$ cat src/rtl/lfc_pkg.sv
package lfc_pkg;

	localparam int DATA_WIDTH = 32;
	localparam int OP_WIDTH   = 3;

	localparam logic [OP_WIDTH-1:0] OP_ADD = 3'd0;
	localparam logic [OP_WIDTH-1:0] OP_SUB = 3'd1;
	localparam logic [OP_WIDTH-1:0] OP_MUL = 3'd2;
	localparam logic [OP_WIDTH-1:0] OP_DIV = 3'd3;
	localparam logic [OP_WIDTH-1:0] OP_GCD = 3'd4;

	typedef struct packed {
		logic signed [DATA_WIDTH-1:0] value;
		logic                         first;
		logic                         last;
	} operand_t;

	typedef struct packed {
		logic signed [DATA_WIDTH-1:0] result;
		logic                         div_zero_error;
	} result_t;

	typedef struct packed {
		logic accept;
		logic load_first;
		logic add;
		logic sub;
		logic mul;
		logic mul_wb;
		logic set_err;
		logic div_start;
		logic div_wb;
		logic gcd_step;
		logic emit;
	} ctrl_cmd_t;

	typedef struct packed {
		logic                first;
		logic                last;
		logic                err;
		logic [OP_WIDTH-1:0] op;
		logic                v_zero;
		logic                v_pos;
		logic                div_done;
		logic                out_free;
	} dp_status_t;

endpackage

$ cat src/rtl/lfc_divider.sv
module lfc_divider (
	input  logic                              clk,
	input  logic                              arst_n,
	input  logic                              start,
	input  logic [lfc_pkg::DATA_WIDTH-1:0]    dividend,
	input  logic [lfc_pkg::DATA_WIDTH-1:0]    divisor,
	output logic                              done,
	output logic [lfc_pkg::DATA_WIDTH-1:0]    quotient,
	output logic [lfc_pkg::DATA_WIDTH-1:0]    remainder
);

	localparam int DW = lfc_pkg::DATA_WIDTH;
	localparam int CW = $clog2(DW);

	logic [DW-1:0] num_q;
	logic [DW-1:0] den_q;
	logic [DW-1:0] rem_q;
	logic [CW-1:0] cnt_q;
	logic          busy_q;
	logic          done_q;
	logic          qneg_q;
	logic          rneg_q;

	logic [DW:0]   shifted;
	logic [DW:0]   diff;
	logic [DW-1:0] mag_a;
	logic [DW-1:0] mag_b;

	assign mag_a   = dividend[DW-1] ? (~dividend + 1'b1) : dividend;
	assign mag_b   = divisor[DW-1]  ? (~divisor + 1'b1)  : divisor;
	assign shifted = {rem_q, num_q[DW-1]};
	assign diff    = shifted - {1'b0, den_q};

	always_ff @(posedge clk or negedge arst_n) begin
		if (!arst_n) begin
			busy_q <= 1'b0;
			done_q <= 1'b0;
			cnt_q  <= '0;
		end else if (start) begin
			busy_q <= 1'b1;
			done_q <= 1'b0;
			cnt_q  <= CW'(DW - 1);
		end else if (busy_q) begin
			cnt_q <= cnt_q - 1'b1;
			if (cnt_q == '0) begin
				busy_q <= 1'b0;
				done_q <= 1'b1;
			end
		end
	end

	always_ff @(posedge clk) begin
		if (start) begin
			num_q  <= mag_a;
			den_q  <= mag_b;
			rem_q  <= '0;
			qneg_q <= dividend[DW-1] ^ divisor[DW-1];
			rneg_q <= dividend[DW-1];
		end else if (busy_q) begin
			if (!diff[DW]) begin
				rem_q <= diff[DW-1:0];
				num_q <= {num_q[DW-2:0], 1'b1};
			end else begin
				rem_q <= shifted[DW-1:0];
				num_q <= {num_q[DW-2:0], 1'b0};
			end
		end
	end

	assign done      = done_q;
	assign quotient  = qneg_q ? (~num_q + 1'b1) : num_q;
	assign remainder = rneg_q ? (~rem_q + 1'b1) : rem_q;

endmodule

$ cat src/rtl/lfc_datapath.sv
module lfc_datapath (
	input  logic                              clk,
	input  logic                              arst_n,
	input  logic                              operand_valid,
	input  lfc_pkg::operand_t                 operand,
	input  logic                              cfg_we,
	input  logic [lfc_pkg::OP_WIDTH-1:0]      cfg_data,
	input  logic                              result_stall,
	input  lfc_pkg::ctrl_cmd_t                cmd,
	output lfc_pkg::dp_status_t               status,
	output logic                              result_valid,
	output lfc_pkg::result_t                  result_item
);

	localparam int DW = lfc_pkg::DATA_WIDTH;

	logic [lfc_pkg::OP_WIDTH-1:0] op_q;
	logic [DW-1:0]                acc_q;
	logic                         err_q;
	logic [DW-1:0]                v_q;
	logic                         first_q;
	logic                         last_q;
	logic [DW-1:0]                prod_s1;
	logic                         out_valid_q;
	lfc_pkg::result_t             out_q;

	logic [DW-1:0]   mul_lo;
	logic            div_done;
	logic [DW-1:0]   quo;
	logic [DW-1:0]   rem;

	assign mul_lo = acc_q * v_q;

	lfc_divider u_div (
		.clk       (clk),
		.arst_n    (arst_n),
		.start     (cmd.div_start),
		.dividend  (acc_q),
		.divisor   (v_q),
		.done      (div_done),
		.quotient  (quo),
		.remainder (rem)
	);

	always_ff @(posedge clk or negedge arst_n) begin
		if (!arst_n) begin
			op_q        <= lfc_pkg::OP_ADD;
			acc_q       <= '0;
			err_q       <= 1'b0;
			out_valid_q <= 1'b0;
		end else begin
			if (cfg_we) begin
				op_q <= cfg_data;
			end
			if (cmd.load_first) begin
				acc_q <= v_q;
				err_q <= 1'b0;
			end else if (cmd.add) begin
				acc_q <= acc_q + v_q;
			end else if (cmd.sub) begin
				acc_q <= acc_q - v_q;
			end else if (cmd.mul_wb) begin
				acc_q <= prod_s1;
			end else if (cmd.div_wb) begin
				acc_q <= quo;
			end else if (cmd.gcd_step) begin
				acc_q <= v_q;
			end
			if (cmd.set_err) begin
				err_q <= 1'b1;
			end
			if (cmd.emit) begin
				out_valid_q <= 1'b1;
			end else if (!result_stall) begin
				out_valid_q <= 1'b0;
			end
		end
	end

	always_ff @(posedge clk) begin
		if (cmd.accept && operand_valid) begin
			v_q     <= operand.value;
			first_q <= operand.first;
			last_q  <= operand.last;
		end else if (cmd.gcd_step) begin
			v_q <= rem;
		end
		if (cmd.mul) begin
			prod_s1 <= mul_lo;
		end
		if (cmd.emit) begin
			out_q.result         <= err_q ? '0 : acc_q;
			out_q.div_zero_error <= err_q;
		end
	end

	always_comb begin
		status.first    = first_q;
		status.last     = last_q;
		status.err      = err_q;
		status.op       = op_q;
		status.v_zero   = (v_q == '0);
		status.v_pos    = (v_q != '0) && !v_q[DW-1];
		status.div_done = div_done;
		status.out_free = !out_valid_q || !result_stall;
	end

	assign result_valid = out_valid_q;
	assign result_item  = out_q;

endmodule

$ cat src/rtl/lfc_ctrl.sv
module lfc_ctrl (
	input  logic                 clk,
	input  logic                 arst_n,
	input  logic                 operand_valid,
	input  lfc_pkg::dp_status_t  status,
	output lfc_pkg::ctrl_cmd_t   cmd
);

	typedef enum logic [2:0] {
		S_IDLE,
		S_DECIDE,
		S_MUL,
		S_DIV,
		S_GCD,
		S_GCD_CHK,
		S_FIN
	} state_t;

	state_t state_q;
	state_t state_d;

	always_comb begin
		cmd     = '0;
		state_d = state_q;
		case (state_q)
			S_IDLE: begin
				cmd.accept = 1'b1;
				if (operand_valid) begin
					state_d = S_DECIDE;
				end
			end
			S_DECIDE: begin
				state_d = S_FIN;
				if (status.first) begin
					cmd.load_first = 1'b1;
				end else if (!status.err) begin
					case (status.op)
						lfc_pkg::OP_ADD: cmd.add = 1'b1;
						lfc_pkg::OP_SUB: cmd.sub = 1'b1;
						lfc_pkg::OP_MUL: begin
							cmd.mul = 1'b1;
							state_d = S_MUL;
						end
						lfc_pkg::OP_DIV: begin
							if (status.v_zero) begin
								cmd.set_err = 1'b1;
							end else begin
								cmd.div_start = 1'b1;
								state_d = S_DIV;
							end
						end
						lfc_pkg::OP_GCD: begin
							if (status.v_pos) begin
								cmd.div_start = 1'b1;
								state_d = S_GCD;
							end
						end
						default: state_d = S_FIN;
					endcase
				end
			end
			S_MUL: begin
				cmd.mul_wb = 1'b1;
				state_d = S_FIN;
			end
			S_DIV: begin
				if (status.div_done) begin
					cmd.div_wb = 1'b1;
					state_d = S_FIN;
				end
			end
			S_GCD: begin
				if (status.div_done) begin
					cmd.gcd_step = 1'b1;
					state_d = S_GCD_CHK;
				end
			end
			S_GCD_CHK: begin
				// loop while the new divisor is positive
				if (status.v_pos) begin
					cmd.div_start = 1'b1;
					state_d = S_GCD;
				end else begin
					state_d = S_FIN;
				end
			end
			S_FIN: begin
				if (!status.last) begin
					state_d = S_IDLE;
				end else if (status.out_free) begin
					cmd.emit = 1'b1;
					state_d = S_IDLE;
				end
			end
			default: state_d = S_IDLE;
		endcase
	end

	always_ff @(posedge clk or negedge arst_n) begin
		if (!arst_n) begin
			state_q <= S_IDLE;
		end else begin
			state_q <= state_d;
		end
	end

endmodule

$ cat src/rtl/list_fold_calculator_top.sv
// List fold calculator: folds a list of signed 32-bit numbers with one operation.
// operand channel (operand_valid / operand_stall / operand): one number per item,
//   with first marking the item that loads the accumulator and last marking the
//   item after which the result is sent.
// result channel (result_valid / result_stall / result_item): one item per list,
//   carrying the final value, or zero with div_zero_error set.
// cfg channel (cfg_valid / cfg_ready / cfg_data): selects the operation; write it
//   only while no list item is being worked on. cfg_ready is always high.
// One item is worked on at a time: IDLE accepts it, then DECIDE and FIN for an add,
//   subtract, load or ignored item; a multiply adds MUL, a divide adds DIV while the
//   shared divider makes one quotient bit per cycle, and GCD passes GCD and GCD_CHK
//   once per remainder step. A result enters the output register as FIN is left; a
//   new item may be taken while it waits there.
// If the receiver stalls, the result holds and a second finished list waits in
//   the block, with operand_stall high, until the output register frees.
// Reset clears the accumulator, error flag, operation (add) and the result valid.
module list_fold_calculator_top (
	input  logic                          clk,
	input  logic                          arst_n,
	input  logic                          operand_valid,
	output logic                          operand_stall,
	input  lfc_pkg::operand_t             operand,
	output logic                          result_valid,
	input  logic                          result_stall,
	output lfc_pkg::result_t              result_item,
	input  logic                          cfg_valid,
	output logic                          cfg_ready,
	input  logic [lfc_pkg::OP_WIDTH-1:0]  cfg_data
);

	lfc_pkg::ctrl_cmd_t  cmd;
	lfc_pkg::dp_status_t status;

	assign cfg_ready     = 1'b1;
	assign operand_stall = !cmd.accept;

	lfc_ctrl u_ctrl (
		.clk           (clk),
		.arst_n        (arst_n),
		.operand_valid (operand_valid),
		.status        (status),
		.cmd           (cmd)
	);

	lfc_datapath u_dp (
		.clk           (clk),
		.arst_n        (arst_n),
		.operand_valid (operand_valid),
		.operand       (operand),
		.cfg_we        (cfg_valid && cfg_ready),
		.cfg_data      (cfg_data),
		.result_stall  (result_stall),
		.cmd           (cmd),
		.status        (status),
		.result_valid  (result_valid),
		.result_item   (result_item)
	);

endmodule

$ cat config.mk
export PLATFORM = sky130hd
export DESIGN_NAME = list_fold_calculator_top
export DESIGN_NICKNAME = d
export VERILOG_FILES = /design/src/rtl/lfc_pkg.sv /design/src/rtl/lfc_divider.sv /design/src/rtl/lfc_datapath.sv /design/src/rtl/lfc_ctrl.sv /design/src/rtl/list_fold_calculator_top.sv
export SDC_FILE = /design/constraint.sdc
export NUM_CORES = 2
export LEC_CHECK = 0
export BUFFER_PORTS_ARGS = -buffer_cell sky130_fd_sc_hd__buf_2
export CORE_MARGIN = 3
export CORE_UTILIZATION = 70
export CTS_BUF_LIST = sky130_fd_sc_hd__clkbuf_16
export CTS_CLUSTER_SIZE = 25
export DETAILED_ROUTE_END_ITERATION = 8
export PLACE_DENSITY = 0.89
export SYNTH_ARGS = -nofsm -noshare
export SYNTH_HDL_FRONTEND = slang
export SYNTH_SLANG_ARGS = --single-unit
$ cat constraint.sdc
create_clock -name clk -period 12.5 [get_ports clk]
set_input_delay 0.625 -clock clk [delete_from_list [all_inputs] [get_ports clk]]
set_output_delay 0.625 -clock clk [all_outputs]
set_load 0.01 [all_outputs]
# Word-level counts from Yosys, hierarchy flattened
# Cells that the tools add are included.
[classes]
addsub = 8
multipliers = 1
eq_ne = 15
mux = 63
n_bitwise = 5
n_reduce_logical = 19
[ops]
columns = ["op", "n"]
rows = [
  ["$mux W32", 14],
  ["$add A32 B1 Y32 const B", 4],
  ["$not A32 Y32", 4],
  ["$sub A33 B32 Y33", 1],
  ["$add A32 B32 Y32", 1],
  ["$logic_not A32 Y1", 1],
  ["$mul A32 B32 Y32", 1],
  ["$reduce_bool A32 Y1", 1],
  ["$sub A32 B32 Y32", 1],
  ["$mux W31", 1],
  ["$mux W3", 10],
  ["$mux W1", 28],
  ["$pmux W3 S7", 1],
  ["$eq A3 B2 Y1 const B", 4],
  ["$eq A3 B3 Y1 const B", 4],
  ["$mux W5", 2],
  ["$pmux W3 S3", 1],
  ["$reduce_bool A2 Y1", 4],
  ["$eq A3 B1 Y1 const B", 2],
  ["$logic_not A3 Y1", 2],
  ["$mux W2", 3],
  ["$ne A2 B1 Y1 const B", 3],
  ["$reduce_bool A6 Y1", 1],
  ["$logic_not A5 Y1", 1],
  ["other kinds (11)", 16],
]
[totals]
regBits = 244
in_bits = 42
out_inout_bits = 36
elab_cells = 131

# Logic depth before layout (Yosys ltp)
[depth]
ltp_word = 9
depth_mapped = 29
mapped_depth_nobuf = 28

# By module
# Synthesis repeated with hierarchy kept, for this count alone.
[hier_totals]
cells_unflattened = 3813
area_unflattened_um2 = 34083.9
[by_module_without_submodules]
columns = ["mod", "n_inst", "cells_each", "area_each_um2", "seq_area_each_um2"]
rows = [
  ["lfc_datapath", 1, 2797, 25318.0, 3898.7],
  ["lfc_divider", 1, 963, 8385.5, 2797.7],
  ["lfc_ctrl", 1, 50, 365.4, 75.1],
  ["list_fold_calculator_top", 1, 3, 15.0, 0.0],
]

# Least setup slack after synthesis
# Ideal clock, no wire load.
[synth_timing]
kind = "reg-to-reg"
from = "register u_dp.v_q[11]"
to = "register u_dp.prod_s1[30] (data pin)"
setup_ns = 0.265
arrival_ns = 7.425
required_ns = 12.235
path_slack_ns = 4.810
stages_incl_launch_ff = 27
n_path_buf = 2
period_less_slack_ns = 7.690
cell_sequence = "edfxtp_1 clkbuf_1 buf_1 nand2_1 fa_1 inv_1 fa_1 fa_1 inv_1 fa_1 inv_1 fa_1 inv_1 fa_1 inv_1 fa_1 fa_1 ha_1 and4_1 o2111ai_1 o2111ai_1 a2111oi_0 o21bai_1 and4_1 a2111oi_0 o21ai_0 xor2_1"
[synth_via]
elab_chain_len = 1
[synth_lines]
columns = ["element", "line_no", "source"]
rows = [
  ["start, declared", "lfc_datapath.sv:20", "logic [DW-1:0] v_q;"],
  ["start signal, assigned", "lfc_datapath.sv:82", "v_q <= operand.value;"],
  ["start signal, assigned", "lfc_datapath.sv:86", "v_q <= rem;"],
  ["$mul A32 B32 Y32", "lfc_datapath.sv:32", "assign mul_lo = acc_q * v_q;"],
  ["net u_dp.mul_lo[30]", "lfc_datapath.sv:27", "logic [DW-1:0] mul_lo;"],
  ["end signal, assigned", "lfc_datapath.sv:89", "prod_s1 <= mul_lo;"],
  ["end, declared", "lfc_datapath.sv:23", "logic [DW-1:0] prod_s1;"],
]
# The timed path passes the listed nets, and every way through them passes these cells.
# A chain may end at the register's enable or synchronous reset.

# Worst setup path in the final report
[layout_timing]
from = "register u_dp.acc_q[11]"
to = "register u_dp.prod_s1[30] (data pin)"
[layout_via]
elab_chain_len = 1
[layout_lines]
columns = ["element", "line_no", "source"]
rows = [
  ["start, declared", "lfc_datapath.sv:18", "logic [DW-1:0] acc_q;"],
  ["start signal, assigned", "lfc_datapath.sv:56", "acc_q <= v_q;"],
  ["start signal, assigned", "lfc_datapath.sv:59", "acc_q <= acc_q + v_q;"],
  ["start signal, assigned", "lfc_datapath.sv:61", "acc_q <= acc_q - v_q;"],
  ["$mul A32 B32 Y32", "lfc_datapath.sv:32", ""],
  ["net u_dp.mul_lo[30]", "lfc_datapath.sv:27", ""],
]
# The timed path passes the listed nets, and every way through them passes these cells.

==> results.txt <==
----------------------------------------------------
[Power]
  Static leakage ... 0.0160 µW
  Power per Cell Area ... 49.1 nW/µm²
  Max IR drop VDD ... roughly 0.00012 V

[Place]
  Detailed Place HPWL ... 75300 µm
  Final weighted congestion in routability-driven placement ... 1.05
  Number of buffers added on ports ... 76

[Yosys]
  Number of enable-type register cells in the synthesized netlist ... 165
  Dominant cells by area after synthesis ... sky130_fd_sc_hd__fa_1 25%, sky130_fd_sc_hd__edfxtp_1 15%, sky130_fd_sc_hd__ha_1 8.4%, sky130_fd_sc_hd__inv_1 6.1%, sky130_fd_sc_hd__nand2_1 5.4%
  Library cell with the largest summed area after synthesis ... sky130_fd_sc_hd__fa_1
  Number of flip-flops and latches in the synthesized netlist ... 244
  Fraction of the yosys area taken by sequential cells ... 0.205
  FFs w/ async S/R, synth ... 0.193
  Synth Cell Area ... 33000 µm²
  Fraction of synthesized cell area taken by the top area cell type ... 0.249
  Ys flop type ... sky130_fd_sc_hd__edfxtp_1
  Warnings from Yosys ... 0
  Synth Net Count ... 4417
  Gate Count Post-Synth ... 3741
  Distinct cells, synth ... just under 80
  Post-synthesis area per instance ... 8.83 µm²

[CTS]
  Clock tree from TritonCTS ... built
  Post-cts repair resize count ... 0
  Post-CTS repair timing setup buffer count ... 0
  CTS buffer count ... 29
  Number of hold buffers added after cts ... 0
  Clock Sink Count ... 244
  Number of buffers between clock root and the deepest sink ... 3
  Root Driver ... sky130_fd_sc_hd__clkbuf_16
  H-tree Lvls ... 1
  Clk Latency, worst-skew pair ... 0.60 ns
  Clock-pin slew on the worst setup and hold paths ... 0.08 ns

[Cells and area]
  Layout overhead on the synthesized area ... 5.32%
  Layout cells sized above 1 ... 0.0624
  Post-layout nets ... roughly 4.4k
  Post-route core utilization ... 0.757

[Die]
  Die Width ... 223 µm
  Core Rows ... 78
  Effective utilization at floorplan ... 0.719
  Number of primary I/O pins ... 78
  Core Box Area ... roughly 46000 µm²
  Height of the chip ... 223 µm
  Floorplan die area ... 49800 µm²

[Global route]
  Busiest grt layer ... met2
  Pin count of the biggest net entering global routing ... 101
  Met2 routing resource usage after global routing ... 0.607
  Routing usage on met1 ... 0.535
  Vias in the first global route ... around 29k
  Residual overflow from global routing ... 0
  Number of antenna violations at the first check in global routing ... 6
  Met3 Track Usage GR ... 0.144
  GR Util All Layers ... 0.409
  First-pass GRT wire length ... 159000 µm

[Critical path]
  Library cell contributing the largest single delay on the critical path ... sky130_fd_sc_hd__dfrtp_1
  Dominant delay contributor by cell family on the critical path ... adder cells
  Arrival time at the worst endpoint ... 8.85 ns
  Startpoint Class ... register
  Max Fanout on Critical Path ... 17
  Flop-to-flop setup slack ... 3.99 ns
  Critical path start-end classification ... register to register
  WP buf/inv ... 6
  Slowest cell delay on critical path ... approximately 0.66 ns
  Required arrival time at the worst endpoint ... 12.84 ns
  Type of element capturing the critical path ... register
  Most used cell, CP ... sky130_fd_sc_hd__fa_1

[Timing]
  Shortest period the worst path allows ... 8.51 ns
  Total of endpoints with negative setup slack in the final report ... 0
  Transition time at the pin with the least slew margin ... roughly 1.2 ns
  Max Clock Skew ... 0.0230 ns
  Maximum achievable frequency ... 118 MHz
  Worst slew slack as a fraction of its limit ... 0.216
  Number of max-slew violations in the final report ... 0
  Setup repair after global routing missed its margin ... no
  Final-layout setup total negative slack ... 0 ns
  Ratio of final minimum period to clock period ... 0.681
  Number of endpoints with negative hold slack in the final report ... 0

[Run status]
  Status ... finished, final reports clean

[Routing]
  Drt first-iter violations ... 3860
  WL per Instance ... 23.5 µm
  ANT nets after route ... 0
  Via/cell ratio ... 6.57
  Routed wire length ... 101000 µm
  # DRC ... 0
  Count of vias placed by the detailed router ... 28.4k
  Drt first pass iters ... 6

[Run]
  Max Cap Viol ... 0

[Worst hold path]
  Worst Hold Class ... primary input to async pin

----------------------------------------------------
cell type report:
type                    instances  area [µm²]
repair buffers                149         928
fillers                      3107       11200
inverters                     539        2020
diodes                          2        5.00
multi-input cells            2732       23500
clock inverters                25         144
well taps                     600         751
clock buffers                  29         726
flip-flops and latches        244        6770
power by group:
| group | total, µW | internal [µW] | switching, µW |
|---|---|---|---|
| combinational | 39.5 | 15.8 | 23.7 |
| clock | 813 | 425 | 388 |
| sequential | 855 | 854 | 0.966 |
placed cells by master, fill, tap and decap left out, drive strengths merged, types with 41 or more instances in the layout:
cell type | Yosys | layout
nand2 | 479 | 479
inv | 539 | 547
edfxtp | 165 | 165
nor2b | 52 | 52
ha | 223 | 223
fa | 411 | 411
dfrtp | 47 | 47
a21oi | 143 | 143
nor2 | 177 | 177
xnor2 | 160 | 160
xor2 | 101 | 101
o31ai | 41 | 41
and2 | 196 | 196
buf | 22 | 149
o21ai | 236 | 236
layer usage:
layer  wire length, µm  vias up
met5                62        -
met4              6140       10
met3             15600      489
met2             43900     2142
met1             35800    13600
li1                  -    12100
registers in the layout, summed over array words and instances, names as in the netlist, 3 cells and up:
name	cells
u_dp.op_q	3
u_dp.u_div.rem_q	32
u_dp.result_item	33
u_dp.acc_q	32
u_dp.u_div.cnt_q	5
u_ctrl.state_q	3
u_dp.v_q	32
u_dp.u_div.num_q	32
u_dp.u_div.den_q	32
u_dp.prod_s1	32
stage by stage:
stage	area (µm²)	hold slack, ns	total power (µW)	worst slack, ns	std cells
3_5_place_dp	33900	0.510	910	4.05	4264
6_report	34800	0.192	1710	3.99	4320
3_3_place_gp	33900	0.513	910	4.25	4264
5_1_grt	34800	0.219	1740	3.65	4318
4_1_cts	34800	0.182	1700	4.04	4318
2_1_floorplan	33000	0.329	894	4.81	3741
final timing paths:
check | start | to | cells past startpoint
setup / recovery | u_dp.acc_q[11] | u_dp.prod_s1[30] | 25
hold / removal | arst_n | u_dp.acc_q[23] | 2
setup reg to reg | u_dp.acc_q[11] | u_dp.prod_s1[30] | 25
hold reg to reg | u_dp.u_div.cnt_q[1] | u_dp.u_div.cnt_q[1] | 2
max in group asynchronous | arst_n | u_dp.u_div.busy_q | 2
min in group clk | operand[0] | u_dp.last_q | 1
kinds of logic after synthesis:
family | after synthesis | share of synthesized area
and+or+nand+nor | 1121 | 0.165
AOI/OAI and AO/OA | 683 | 0.131
other | 1 | 0.000113
adders and majority gates | 634 | 0.333
DFF | 244 | 0.205
muxes | 32 | 0.00977
xor gates and xnor gates | 261 | 0.0692
buffers and inverters | 765 | 0.0874
cell usage after synthesis (36+ instances only):
cell type and number:
sky130_fd_sc_hd__ha_1 223, sky130_fd_sc_hd__a21oi_1 143, sky130_fd_sc_hd__nor2b_1 52, sky130_fd_sc_hd__o21ai_0 235, sky130_fd_sc_hd__and2_1 196, sky130_fd_sc_hd__fa_1 411
sky130_fd_sc_hd__nor2_1 177, sky130_fd_sc_hd__o31ai_1 41, sky130_fd_sc_hd__xnor2_1 160, sky130_fd_sc_hd__edfxtp_1 165, sky130_fd_sc_hd__nand3_1 36, sky130_fd_sc_hd__nand2_1 479
sky130_fd_sc_hd__inv_1 539, sky130_fd_sc_hd__xor2_1 101, sky130_fd_sc_hd__a21o_1 36, sky130_fd_sc_hd__dfrtp_1 47, sky130_fd_sc_hd__clkbuf_1 204
(Power assumes the default switching activity.)
